**src/rtl/fstp_pkg.sv**
```systemverilog
// Shared types, codes and helper function of the field strength tap profiler.
package fstp_pkg;

    localparam int QUEUE_DEPTH = 4;
    localparam int MV_WIDTH    = 12;
    localparam logic [11:0] MV_FULL = 12'd3600;
    localparam logic [15:0] THRESHOLD_RESET = 16'd600;

    localparam logic [2:0] MODE_SAMPLE = 3'd0;
    localparam logic [2:0] MODE_MISS   = 3'd1;
    localparam logic [2:0] MODE_UP     = 3'd2;
    localparam logic [2:0] MODE_LOST   = 3'd3;
    localparam logic [2:0] MODE_CLEAR  = 3'd4;

    typedef enum logic [2:0] {
        OP_SAMPLE,
        OP_MISS,
        OP_UP,
        OP_LOST,
        OP_CLEAR,
        OP_NONE
    } fstp_op_t;

    typedef struct packed {
        logic [2:0]         mode;
        logic [31:0]        now_ms;
        logic signed [15:0] raw_adc;
    } fstp_in_t;

    typedef struct packed {
        logic [31:0] field_appearances;
        logic [31:0] frames_sent;
        logic [31:0] session_ms_longest;
        logic [31:0] strong_ms_longest;
        logic [11:0] last_mv;
        logic [11:0] peak_mv;
        logic [15:0] sample_count;
        logic [15:0] strong_count;
        logic [15:0] strong_run_longest;
        logic [15:0] missed_count;
        logic        emulating;
        logic        clipped;
    } fstp_out_t;

    // One classified transaction as it travels from the front to the back.
    typedef struct packed {
        fstp_op_t    op;
        logic [31:0] now_ms;
        logic [11:0] mv;
        logic        clip;
    } fstp_work_t;

    typedef struct packed {
        logic full;
        logic nonempty;
    } fstp_qstat_t;

    function automatic logic [15:0] inc_sat16(input logic [15:0] v);
        return (v == 16'hFFFF) ? v : v + 16'd1;
    endfunction

endpackage

```
**src/rtl/fstp_front.sv**
```systemverilog
// Front end: accepts input transactions, decodes the mode and converts the sample to mV.
module fstp_front #(
    parameter int ADC_BITS = 14
) (
    input  logic                clk,
    input  logic                rst_n,
    input  logic                in_valid,
    output logic                in_stall,
    input  fstp_pkg::fstp_in_t  in_item,
    input  fstp_pkg::fstp_qstat_t qstat,
    output logic                push,
    output fstp_pkg::fstp_work_t push_item
);
    import fstp_pkg::*;

    localparam logic [16:0] FULL_M1 = 17'((1 << ADC_BITS) - 1);
    localparam int PROD_W = ADC_BITS + MV_WIDTH;

    logic                 valid_reg;
    fstp_work_t           work_reg;
    fstp_work_t           work_next;
    logic [16:0]          raw_pos;
    logic                 clip;
    logic [ADC_BITS-1:0]  raw_clamped;
    logic [PROD_W-1:0]    product;
    logic                 load;

    always_comb
    begin
        // A negative reading counts as zero.
        raw_pos = in_item.raw_adc[15] ? 17'd0 : {2'b00, in_item.raw_adc[14:0]};
        clip = (raw_pos >= FULL_M1);
        raw_clamped = clip ? FULL_M1[ADC_BITS-1:0] : raw_pos[ADC_BITS-1:0];
        product = PROD_W'(raw_clamped) * PROD_W'(MV_FULL);

        work_next.now_ms = in_item.now_ms;
        work_next.mv     = product[ADC_BITS +: MV_WIDTH];
        work_next.clip   = clip;
        unique case (in_item.mode)
            MODE_SAMPLE: work_next.op = OP_SAMPLE;
            MODE_MISS:   work_next.op = OP_MISS;
            MODE_UP:     work_next.op = OP_UP;
            MODE_LOST:   work_next.op = OP_LOST;
            MODE_CLEAR:  work_next.op = OP_CLEAR;
            default:     work_next.op = OP_NONE;
        endcase
    end

    assign push     = valid_reg && !qstat.full;
    assign in_stall = valid_reg && qstat.full;
    assign load     = in_valid && !in_stall;
    assign push_item = work_reg;

    always_ff @(posedge clk or negedge rst_n)
    begin
        if (!rst_n)
        begin
            valid_reg <= 1'b0;
        end
        else if (load)
        begin
            valid_reg <= 1'b1;
        end
        else if (push)
        begin
            valid_reg <= 1'b0;
        end
    end

    always_ff @(posedge clk)
    begin
        if (load)
        begin
            work_reg <= work_next;
        end
    end

endmodule

```
**src/rtl/fstp_queue.sv**
```systemverilog
// Short queue that decouples the front end from the statistics back end.
module fstp_queue (
    input  logic                  clk,
    input  logic                  rst_n,
    input  logic                  push,
    input  fstp_pkg::fstp_work_t  push_item,
    input  logic                  pop,
    output fstp_pkg::fstp_work_t  head_item,
    output fstp_pkg::fstp_qstat_t qstat
);
    import fstp_pkg::*;

    localparam int PTR_W = $clog2(QUEUE_DEPTH);
    localparam int CNT_W = $clog2(QUEUE_DEPTH + 1);

    fstp_work_t        slot_reg [QUEUE_DEPTH];
    logic [PTR_W-1:0]  wr_ptr_reg;
    logic [PTR_W-1:0]  rd_ptr_reg;
    logic [CNT_W-1:0]  count_reg;
    logic [CNT_W-1:0]  count_next;

    assign qstat.full     = (count_reg == CNT_W'(QUEUE_DEPTH));
    assign qstat.nonempty = (count_reg != '0);
    assign head_item      = slot_reg[rd_ptr_reg];

    always_comb
    begin
        count_next = count_reg;
        if (push && !pop)
        begin
            count_next = count_reg + CNT_W'(1);
        end
        else if (pop && !push)
        begin
            count_next = count_reg - CNT_W'(1);
        end
    end

    always_ff @(posedge clk or negedge rst_n)
    begin
        if (!rst_n)
        begin
            wr_ptr_reg <= '0;
            rd_ptr_reg <= '0;
            count_reg  <= '0;
        end
        else
        begin
            if (push)
            begin
                wr_ptr_reg <= wr_ptr_reg + PTR_W'(1);
            end
            if (pop)
            begin
                rd_ptr_reg <= rd_ptr_reg + PTR_W'(1);
            end
            count_reg <= count_next;
        end
    end

    always_ff @(posedge clk)
    begin
        if (push)
        begin
            slot_reg[wr_ptr_reg] <= push_item;
        end
    end

    a_count_bound: assert property (@(posedge clk) disable iff (!rst_n)
        count_reg <= CNT_W'(QUEUE_DEPTH))
        else $error("queue count exceeds depth");

    a_no_overflow: assert property (@(posedge clk) disable iff (!rst_n)
        !(push && qstat.full))
        else $error("push into a full queue");

    a_no_underflow: assert property (@(posedge clk) disable iff (!rst_n)
        !(pop && !qstat.nonempty))
        else $error("pop from an empty queue");

    a_count_step: assert property (@(posedge clk) disable iff (!rst_n)
        (push && !pop) |=> (count_reg == $past(count_reg) + CNT_W'(1)))
        else $error("queue count did not follow a push");

endmodule

```
**src/rtl/fstp_back.sv**
```systemverilog
// Back end: updates the field statistics and holds the snapshot for the output channel.
module fstp_back #(
    parameter int BURST_FRAMES = 10
) (
    input  logic                  clk,
    input  logic                  rst_n,
    input  logic                  cfg_valid,
    input  logic [15:0]           cfg_data,
    input  fstp_pkg::fstp_qstat_t qstat,
    input  fstp_pkg::fstp_work_t  head_item,
    output logic                  pop,
    output logic                  out_valid,
    input  logic                  out_stall,
    output fstp_pkg::fstp_out_t   out_item
);
    import fstp_pkg::*;

    logic [15:0] threshold_reg;
    logic [31:0] appear_reg,        appear_next;
    logic [31:0] frames_reg,        frames_next;
    logic [31:0] session_max_reg,   session_max_next;
    logic [31:0] session_start_reg, session_start_next;
    logic [31:0] hold_max_reg,      hold_max_next;
    logic [31:0] hold_start_reg,    hold_start_next;
    logic [11:0] latest_reg,        latest_next;
    logic [11:0] highest_reg,       highest_next;
    logic [15:0] samples_reg,       samples_next;
    logic [15:0] strong_reg,        strong_next;
    logic [15:0] run_reg,           run_next;
    logic [15:0] run_longest_reg,   run_longest_next;
    logic [15:0] misses_reg,        misses_next;
    logic        active_reg,        active_next;
    logic        clip_reg,          clip_next;
    logic        out_valid_reg;
    fstp_out_t   out_item_reg,      out_item_next;

    logic [31:0] now;
    logic [31:0] held_cur;
    logic [31:0] sess_cur;
    logic [31:0] hold_open;
    logic [31:0] sess_open;
    logic        hold_restart;
    logic        sess_restart;
    logic        is_strong;

    assign pop       = qstat.nonempty && (!out_valid_reg || !out_stall);
    assign out_valid = out_valid_reg;
    assign out_item  = out_item_reg;

    always_comb
    begin
        now      = head_item.now_ms;
        held_cur = now - hold_start_reg;
        sess_cur = now - session_start_reg;
        is_strong = ({4'd0, head_item.mv} >= threshold_reg);

        appear_next        = appear_reg;
        frames_next        = frames_reg;
        session_max_next   = session_max_reg;
        session_start_next = session_start_reg;
        hold_max_next      = hold_max_reg;
        hold_start_next    = hold_start_reg;
        latest_next        = latest_reg;
        highest_next       = highest_reg;
        samples_next       = samples_reg;
        strong_next        = strong_reg;
        run_next           = run_reg;
        run_longest_next   = run_longest_reg;
        misses_next        = misses_reg;
        active_next        = active_reg;
        clip_next          = clip_reg;
        hold_restart       = 1'b0;
        sess_restart       = 1'b0;

        unique case (head_item.op)
            OP_SAMPLE:
            begin
                if (active_reg)
                begin
                    frames_next  = frames_reg + 32'(BURST_FRAMES);
                    clip_next    = clip_reg | head_item.clip;
                    latest_next  = head_item.mv;
                    if (head_item.mv > highest_reg)
                    begin
                        highest_next = head_item.mv;
                    end
                    samples_next = inc_sat16(samples_reg);
                    if (is_strong)
                    begin
                        strong_next = inc_sat16(strong_reg);
                        run_next    = inc_sat16(run_reg);
                        if (run_next > run_longest_reg)
                        begin
                            run_longest_next = run_next;
                        end
                        if (run_reg == 16'd0)
                        begin
                            // A new strong run starts timing its hold here.
                            hold_start_next = now;
                            hold_restart    = 1'b1;
                        end
                        else if (held_cur > hold_max_reg)
                        begin
                            hold_max_next = held_cur;
                        end
                    end
                    else
                    begin
                        run_next = 16'd0;
                    end
                end
            end
            OP_MISS:
            begin
                if (active_reg)
                begin
                    frames_next = frames_reg + 32'(BURST_FRAMES);
                    misses_next = inc_sat16(misses_reg);
                end
            end
            OP_UP:
            begin
                if (!active_reg)
                begin
                    if (appear_reg != 32'hFFFF_FFFF)
                    begin
                        appear_next = appear_reg + 32'd1;
                    end
                    session_start_next = now;
                    sess_restart       = 1'b1;
                    run_next           = 16'd0;
                    active_next        = 1'b1;
                end
            end
            OP_LOST:
            begin
                if (active_reg)
                begin
                    if (sess_cur > session_max_reg)
                    begin
                        session_max_next = sess_cur;
                    end
                    if (run_reg != 16'd0 && held_cur > hold_max_reg)
                    begin
                        hold_max_next = held_cur;
                    end
                    run_next    = 16'd0;
                    active_next = 1'b0;
                end
            end
            OP_CLEAR:
            begin
                // An open session stays open but its clock restarts.
                appear_next        = 32'd0;
                frames_next        = 32'd0;
                session_max_next   = 32'd0;
                hold_max_next      = 32'd0;
                latest_next        = 12'd0;
                highest_next       = 12'd0;
                samples_next       = 16'd0;
                strong_next        = 16'd0;
                run_next           = 16'd0;
                run_longest_next   = 16'd0;
                misses_next        = 16'd0;
                clip_next          = 1'b0;
                session_start_next = now;
                sess_restart       = 1'b1;
            end
            default:
            begin
            end
        endcase

        sess_open = sess_restart ? 32'd0 : sess_cur;
        hold_open = hold_restart ? 32'd0 : held_cur;

        out_item_next.field_appearances  = appear_next;
        out_item_next.frames_sent        = frames_next;
        out_item_next.session_ms_longest =
            (active_next && sess_open > session_max_next) ? sess_open : session_max_next;
        out_item_next.strong_ms_longest  =
            (active_next && run_next != 16'd0 && hold_open > hold_max_next)
                ? hold_open : hold_max_next;
        out_item_next.last_mv            = latest_next;
        out_item_next.peak_mv            = highest_next;
        out_item_next.sample_count       = samples_next;
        out_item_next.strong_count       = strong_next;
        out_item_next.strong_run_longest = run_longest_next;
        out_item_next.missed_count       = misses_next;
        out_item_next.emulating          = active_next;
        out_item_next.clipped            = clip_next;
    end

    always_ff @(posedge clk or negedge rst_n)
    begin
        if (!rst_n)
        begin
            threshold_reg     <= THRESHOLD_RESET;
            appear_reg        <= '0;
            frames_reg        <= '0;
            session_max_reg   <= '0;
            session_start_reg <= '0;
            hold_max_reg      <= '0;
            hold_start_reg    <= '0;
            latest_reg        <= '0;
            highest_reg       <= '0;
            samples_reg       <= '0;
            strong_reg        <= '0;
            run_reg           <= '0;
            run_longest_reg   <= '0;
            misses_reg        <= '0;
            active_reg        <= 1'b0;
            clip_reg          <= 1'b0;
            out_valid_reg     <= 1'b0;
        end
        else
        begin
            if (cfg_valid)
            begin
                threshold_reg <= cfg_data;
            end
            if (pop)
            begin
                appear_reg        <= appear_next;
                frames_reg        <= frames_next;
                session_max_reg   <= session_max_next;
                session_start_reg <= session_start_next;
                hold_max_reg      <= hold_max_next;
                hold_start_reg    <= hold_start_next;
                latest_reg        <= latest_next;
                highest_reg       <= highest_next;
                samples_reg       <= samples_next;
                strong_reg        <= strong_next;
                run_reg           <= run_next;
                run_longest_reg   <= run_longest_next;
                misses_reg        <= misses_next;
                active_reg        <= active_next;
                clip_reg          <= clip_next;
                out_valid_reg     <= 1'b1;
            end
            else if (!out_stall)
            begin
                out_valid_reg <= 1'b0;
            end
        end
    end

    always_ff @(posedge clk)
    begin
        if (pop)
        begin
            out_item_reg <= out_item_next;
        end
    end

endmodule

```
**src/rtl/field_strength_tap_profiler.sv**
```systemverilog
// Top level of the field strength tap profiler.
//
// Input channel: in_valid / in_stall / in_item carry one event transaction
// (mode, now_ms, raw_adc). A transaction is taken at a rising edge where
// in_valid is high and in_stall is low.
// Output channel: out_valid / out_stall / out_item carry one statistics
// snapshot for every input transaction, in order.
// Configuration: cfg_valid / cfg_ready / cfg_data write the strong threshold
// in mV; cfg_ready is always high. Write it only while the block is idle.
// Path: a snapshot passes through the front register, the four-entry queue
// and the output register before it shows on out_item.
// Throughput: one transaction per cycle while the receiver does not stall;
// the back end updates the statistics as it pops each transaction.
// Reset clears all statistics, closes any session and sets the threshold to
// 600 mV. When the receiver stalls, the output register holds; the queue
// fills and only then does in_stall rise.
module field_strength_tap_profiler #(
    parameter int BURST_FRAMES = 10,
    parameter int ADC_BITS     = 14
) (
    input  logic                clk,
    input  logic                rst_n,
    input  logic                in_valid,
    output logic                in_stall,
    input  fstp_pkg::fstp_in_t  in_item,
    output logic                out_valid,
    input  logic                out_stall,
    output fstp_pkg::fstp_out_t out_item,
    input  logic                cfg_valid,
    output logic                cfg_ready,
    input  logic [15:0]         cfg_data
);
    import fstp_pkg::*;

    fstp_qstat_t qstat;
    fstp_work_t  push_item;
    fstp_work_t  head_item;
    logic        push;
    logic        pop;

    assign cfg_ready = 1'b1;

    fstp_front #(
        .ADC_BITS(ADC_BITS)
    ) u_front (
        .clk       (clk),
        .rst_n     (rst_n),
        .in_valid  (in_valid),
        .in_stall  (in_stall),
        .in_item   (in_item),
        .qstat     (qstat),
        .push      (push),
        .push_item (push_item)
    );

    fstp_queue u_queue (
        .clk       (clk),
        .rst_n     (rst_n),
        .push      (push),
        .push_item (push_item),
        .pop       (pop),
        .head_item (head_item),
        .qstat     (qstat)
    );

    fstp_back #(
        .BURST_FRAMES(BURST_FRAMES)
    ) u_back (
        .clk       (clk),
        .rst_n     (rst_n),
        .cfg_valid (cfg_valid && cfg_ready),
        .cfg_data  (cfg_data),
        .qstat     (qstat),
        .head_item (head_item),
        .pop       (pop),
        .out_valid (out_valid),
        .out_stall (out_stall),
        .out_item  (out_item)
    );

endmodule

```
**config.mk**
```make
export PLATFORM = sky130hd
export DESIGN_NAME = field_strength_tap_profiler
export DESIGN_NICKNAME = d
export VERILOG_FILES = /design/src/rtl/fstp_pkg.sv /design/src/rtl/fstp_front.sv /design/src/rtl/fstp_queue.sv /design/src/rtl/fstp_back.sv /design/src/rtl/field_strength_tap_profiler.sv
export SDC_FILE = /design/constraint.sdc
export NUM_CORES = 2
export LEC_CHECK = 0
export ABC_AREA = 1
export BUFFER_PORTS_ARGS = -buffer_cell sky130_fd_sc_hd__buf_2
export CAP_MARGIN = 20
export CORE_ASPECT_RATIO = 2
export CORE_MARGIN = 2
export CORE_UTILIZATION = 67
export CTS_CLUSTER_SIZE = 8
export DETAILED_ROUTE_END_ITERATION = 12
export PLACE_DENSITY = 0.87
export SLEW_MARGIN = 10
export SYNTH_ARGS = -nofsm -noshare
export SYNTH_HDL_FRONTEND = slang
export SYNTH_HIERARCHICAL = 1
export SYNTH_SLANG_ARGS = --single-unit
```
**constraint.sdc**
```tcl
create_clock -name clk -period 12.4 [get_ports clk]
set_input_delay 2.48 -clock clk [delete_from_list [all_inputs] [get_ports clk]]
set_output_delay 2.48 -clock clk [all_outputs]
set_load 0.01 [all_outputs]
```
Word-level counts from Yosys, hierarchy flattened
Memory sizes are Yosys's and may differ from the RTL's.
Index checks and enable logic that the tools add are counted.
- register bits after elaboration: 589
- RAM bits: 192
- bits of input ports: 72
- output and inout bits: 221
- word-level logic and storage cells: 171
- memories: 1
- add/sub/neg operators: 12
- multiply operators: 1
- $lt $le $gt $ge: 8
- equal/unequal tests: 16
- muxes and demuxes: 66
- bitwise operators: 1
- reductions and logical operators: 29
- memories (name ; words ; width ; rd ports ; clocked after Yosys merged registers in ; write ports ; line ; source):
    u_queue.slot_reg ; 4 ; 48 ; 1 ; 0 ; 1 ; fstp_queue.sv:16 ; fstp_work_t slot_reg [QUEUE_DEPTH];
- operators with widths (kind ; number):
    2-to-1 mux 32 bit ; 16
    one-hot mux 32 bit (2 select lines) ; 4
    2-to-1 mux 16 bit ; 15
    greater-than comparator 32 bit ; 4
    one-hot mux 16 bit (2 select lines) ; 4
    one-hot mux 32 bit (3 select lines) ; 1
    adder 16 x 1 -> 16 bit (second input constant) ; 4
    == test 16 bit (second input constant) ; 4
    one-hot mux 16 bit (4 select lines) ; 1
    subtractor 32 bit ; 2
    one-hot mux 12 bit (2 select lines) ; 2
    2-to-1 mux 12 bit ; 3
    adder 32 x 1 -> 32 bit (second input constant) ; 1
    adder 32 x 4 -> 32 bit (second input constant) ; 1
    != test 32 bit (second input constant) ; 1
    nonzero test 16 bit ; 2
    multiplier 14 x 8 -> 22 bit (second input constant) ; 1
    >= comparator 17 x 14 -> 1 bit (second input constant) ; 1
    >= comparator 12 x 16 -> 1 bit ; 1
    greater-than comparator 16 bit ; 1
    zero test 16 bit ; 1
    2-to-1 mux 15 bit ; 1
    one-hot mux 3 bit (5 select lines) ; 1
    2-to-1 mux 14 bit ; 1
    other kinds (22) ; 60

Depth between registers and ports, before layout
An unclocked memory read counts as a cell.
- depth after elaboration: 11
- gate-level depth with buffers: 49
- gate-level depth less buffers: 45

By module
Netlist, hierarchy kept.
- modules (own cells, without submodules) (module ; instances ; cells each ; area each (sq um)):
    fstp_back ; 1 ; 4804 ; 35382.7
    fstp_queue ; 1 ; 609 ; 8172.8
    fstp_front ; 1 ; 339 ; 3510.9
    field_strength_tap_profiler ; 1 ; 2 ; 11.3

Least setup slack after synthesis
No wires, ideal clock.
- kind: in2reg
- start: input port out_stall
- end: register u_queue.count_reg[1]
- setup time: 0.117 ns
- arrival: 10.425 ns
- path slack: 1.858 ns
- stages: 11
- cell sequence: nand2_1 -> nand2_1 -> inv_2 -> clkbuf_1 -> clkbuf_1 -> inv_1 -> ha_1 -> inv_1 -> fa_1 -> nand2_1 -> nand2_1
- word-level cells in the longest chain between the ends: 6
- elaborated cells between the ends (all ways): 8
- those cells by class: 1 x mux; 7 x reduce/logical
- ends and longest elaborated chain (what ; line ; source):
    from (decl) ; field_strength_tap_profiler.sv:27 ; input logic out_stall,
    zero test 1 bit ; fstp_back.sv:46 ; assign pop = qstat.nonempty && (!out_valid_reg || !out_stall);
    logical OR 1 bit ; fstp_back.sv:46 ;
    logical AND 1 bit ; fstp_back.sv:46 ;
    net pop ; field_strength_tap_profiler.sv:39 ; logic pop;
    zero test 1 bit ; fstp_queue.sv:29 ; if (push && !pop)
    logical AND 1 bit ; fstp_queue.sv:29 ;
    2-to-1 mux 3 bit ; fstp_queue.sv:29 ;
    net u_queue.count_next[1] ; fstp_queue.sv:20 ; logic [CNT_W-1:0] count_next;
    to (signal assigned) ; fstp_queue.sv:57 ; count_reg <= count_next;
    to (decl) ; fstp_queue.sv:19 ; logic [CNT_W-1:0] count_reg;
The timed path passes the listed nets, and every way through them passes these cells.
A chain may end at the register's enable or synchronous reset.

==> impl_metrics.yaml <==
yosys:
  ys_types: 66
  ys_seq_area_frac: 0.464
  async_reset_ff_frac: 0.414
  synth-seq-cells: 781
  synthFlopType: "edfxtp_1"
  synth_largest_area_cell: "edfxtp_1"
  syn_nets: 6139
  syn_inst: 5754
  yosys-top-cells-area: "edfxtp_1 (29%), dfrtp_1 (17%), nand2_1 (13%), ha_1 (7.9%), inv_1 (6.6%)"
  synth-edff-count: 458
  syn_area_per_cell_sq_um: 8.18
  netlist_area_sq_um: 47100
  synth.top_cell.area_share: 0.292
  yosys_warnings: 6
clock_tree:
  cts_resized: 0
  worstSkewPairLatency_ns: 0.69
  cts.sinks: 781
  post_cts_buffers: 0
  cts_root_buf: "clkbuf_16"
  numCtsBuffers: 107
  ctsHtreeMaxLevel: 3
  ctsHoldBuffers: 0
  clkTransAtPathRegs_ns: 0.05
  cts_buffer_depth: 3
  tritoncts: "yes"
layout:
  drive_gt1_frac: 0.0924
  largest_reg_flops: 218
  final_common_cell: "nand2_1"
  nets: 6368
  synthToLayoutAreaGrowth_pct: 10.8
  mostFrequentLayoutCells: "nand2_1 (1633), inv_1 (827), o21ai_0 (465)"
global_route:
  grt_max_degree: 195
  grt-ovfl-total: 0
  grt_pass1_vias: 41600
  grt_usage: 0.375
  antenna_found_initial: 1
  grt_pass1_wl_microns: 212000
placed_design:
  io_buffers: 291
  dp_hpwl_microns: 95300
  preCtsSetupSlack_ns: 2.75
  gp_congestion: 1.04
setup_path:
  r2r_cells: 39
  crit_path_start: "u_queue/rd_ptr_reg[1]$_DFFE_PN0P_"
  worst-path-max-fanout: 49
  slowest_delay_ns: 0.87
  crit_family: "simple AND/OR/NAND/NOR gates"
  crit_cells: 39
  critical_path.slowest_cell: "inv_2"
  reg2reg_to: "u_back/out_item[102]$_DFFE_PP_"
  r2r_start: "u_queue/rd_ptr_reg[1]$_DFFE_PN0P_"
  cp-start-kind: "register"
  r2r_setup_slack_ns: 2.72
  cp_common_cell: "nand2_1"
  crit_type: "reg2reg"
  cp.arrival_ns: 10.12
  worst-path-buf-inv: 6
  cp-end-kind: "register"
  critPathRequiredTime_ns: 12.84
routing:
  wl_met1_microns: 45300
  vias: 41800
  drtIter0Drc: 3864
  wl_met2_microns: 69100
  detail-route-antenna-nets: 0
  wire_per_inst_microns: 19.4
  drc: 0
  drt_first_pass_iters: 6
  wl_met3_microns: 9950
  routed_wl_microns: 135000
  viasPerCell: 5.99
  top_layer: "met4"
sta:
  setup_viol_count_final: 0
  clock_skew_ns: 0.0370
  period_minus_slack_ns: 9.68
  rsz0062_at_grt: "false"
  tns_ns: 0
  maxSlewHeadroom: 0.249
  worstMarginPinSlew_ns: 1.12
  finalHoldViolations: 0
  period_share: 0.780
  fmax_mhz: 103
  maxSlewViolCount: 0
  fin_ws_ns: 2.72
worst_hold_path:
  whs_endpoint: "u_back/session_max_reg[5]$_DFFE_PN0P_"
  hold_class: "reg2reg"
  hold_depth: 2
  min_from: "u_back/session_max_reg[5]$_DFFE_PN0P_"
die:
  initial_core_util: 0.676
  ios: 293
  rows: 137
  die_width_microns: 191
  design.die.area_sq_um: 72500
  core_area_sq_um: 69600
  die_h_microns: 379
outcome:
  status: "finished clean"
job:
  maxCapViolations: 0
==> layout make-up <==
class | instances | area, sq um
Clock inverter | 2 | 20.0
Sequential cell | 781 | 21800
Clock buffer | 198 | 3080
Fill cell | 5211 | 17400
Timing Repair Buffer | 329 | 1820
Multi-Input combinational cell | 3917 | 21100
Tap cell | 903 | 1130
Inverter | 847 | 3190
Antenna cell | 1 | 2.50
==> kinds of logic (layout without fill, tap and decap cells) <==
family	Yosys count	after routing	share of synthesized area
xor+xnor	84	84	0.0156
fa+ha+maj	313	313	0.0857
compound gates	1004	1004	0.120
mux	4	4	0.000904
other cells	1	2	0.0000797
simple gates	2511	2511	0.225
buf+inv	1056	1376	0.0890
flops	781	781	0.464
==> worst max path at each step <==
stage                                             endpoint  slack [ns]
after floorplan           u_queue/count_reg[1]$_DFFE_PN0P_        1.86
final                       u_back/out_item[102]$_DFFE_PP_        2.72
after global placement      u_back/out_item[122]$_DFFE_PP_        2.94
after global routing        u_back/out_item[136]$_DFFE_PP_        2.00
after detailed placement    u_back/out_item[122]$_DFFE_PP_        2.75
after CTS                   u_back/out_item[122]$_DFFE_PP_        2.63
==> cells in the mapped netlist, types with 4 or more instances <==
cell,count
inv_1,832
buf_2,25
nand2_4,5
ha_1,297
o21ai_1,33
or2_2,4
nor4_1,20
nand4_1,81
buf_4,9
nor2_1,308
o21ai_0,465
buf_6,20
buf_1,29
nor3_1,79
nand3b_1,37
a211oi_1,9
edfxtp_1,458
fa_1,16
nor3b_1,4
a31oi_1,14
nand2_2,18
inv_2,15
o211ai_1,86
a21boi_0,6
o21bai_1,7
xor2_1,76
o21a_1,11
nand3_1,283
dfstp_2,4
o22ai_1,23
xnor2_1,8
o21ai_2,5
nor2_4,7
nand2_1,1634
o211ai_2,18
clkbuf_1,125
a21oi_1,289
dfrtp_1,319
nor2_2,15
o31ai_1,4
a21o_1,11
==> stage by stage <==
step	instances	cell area, sq um	util	hold WS (ns)
floorplan	5754	47100	-	0.442
global placement	6774	49000	0.704	0.458
detailed placement	6774	49000	0.704	0.466
CTS	6974	52100	0.749	0.481
global route	6977	52200	0.750	0.491
finish	6978	52200	0.750	0.478
==> routing by layer <==
layer	up-vias	global-route usage
met4	0	0.290
met3	663	0.0646
met5	-	0
met2	2160	0.662
li1	19500	-
met1	19500	0.393
==> tightest hold or removal path, cell delays in order (launching register included) <==
cell     delay [ns]
dfrtp_1        0.34
nand2_1        0.05
nand2_1        0.06
Power is left out: the tool's default activity adds up to more than one toggle a clock period on the data nets, which glitch-free logic cannot reach.
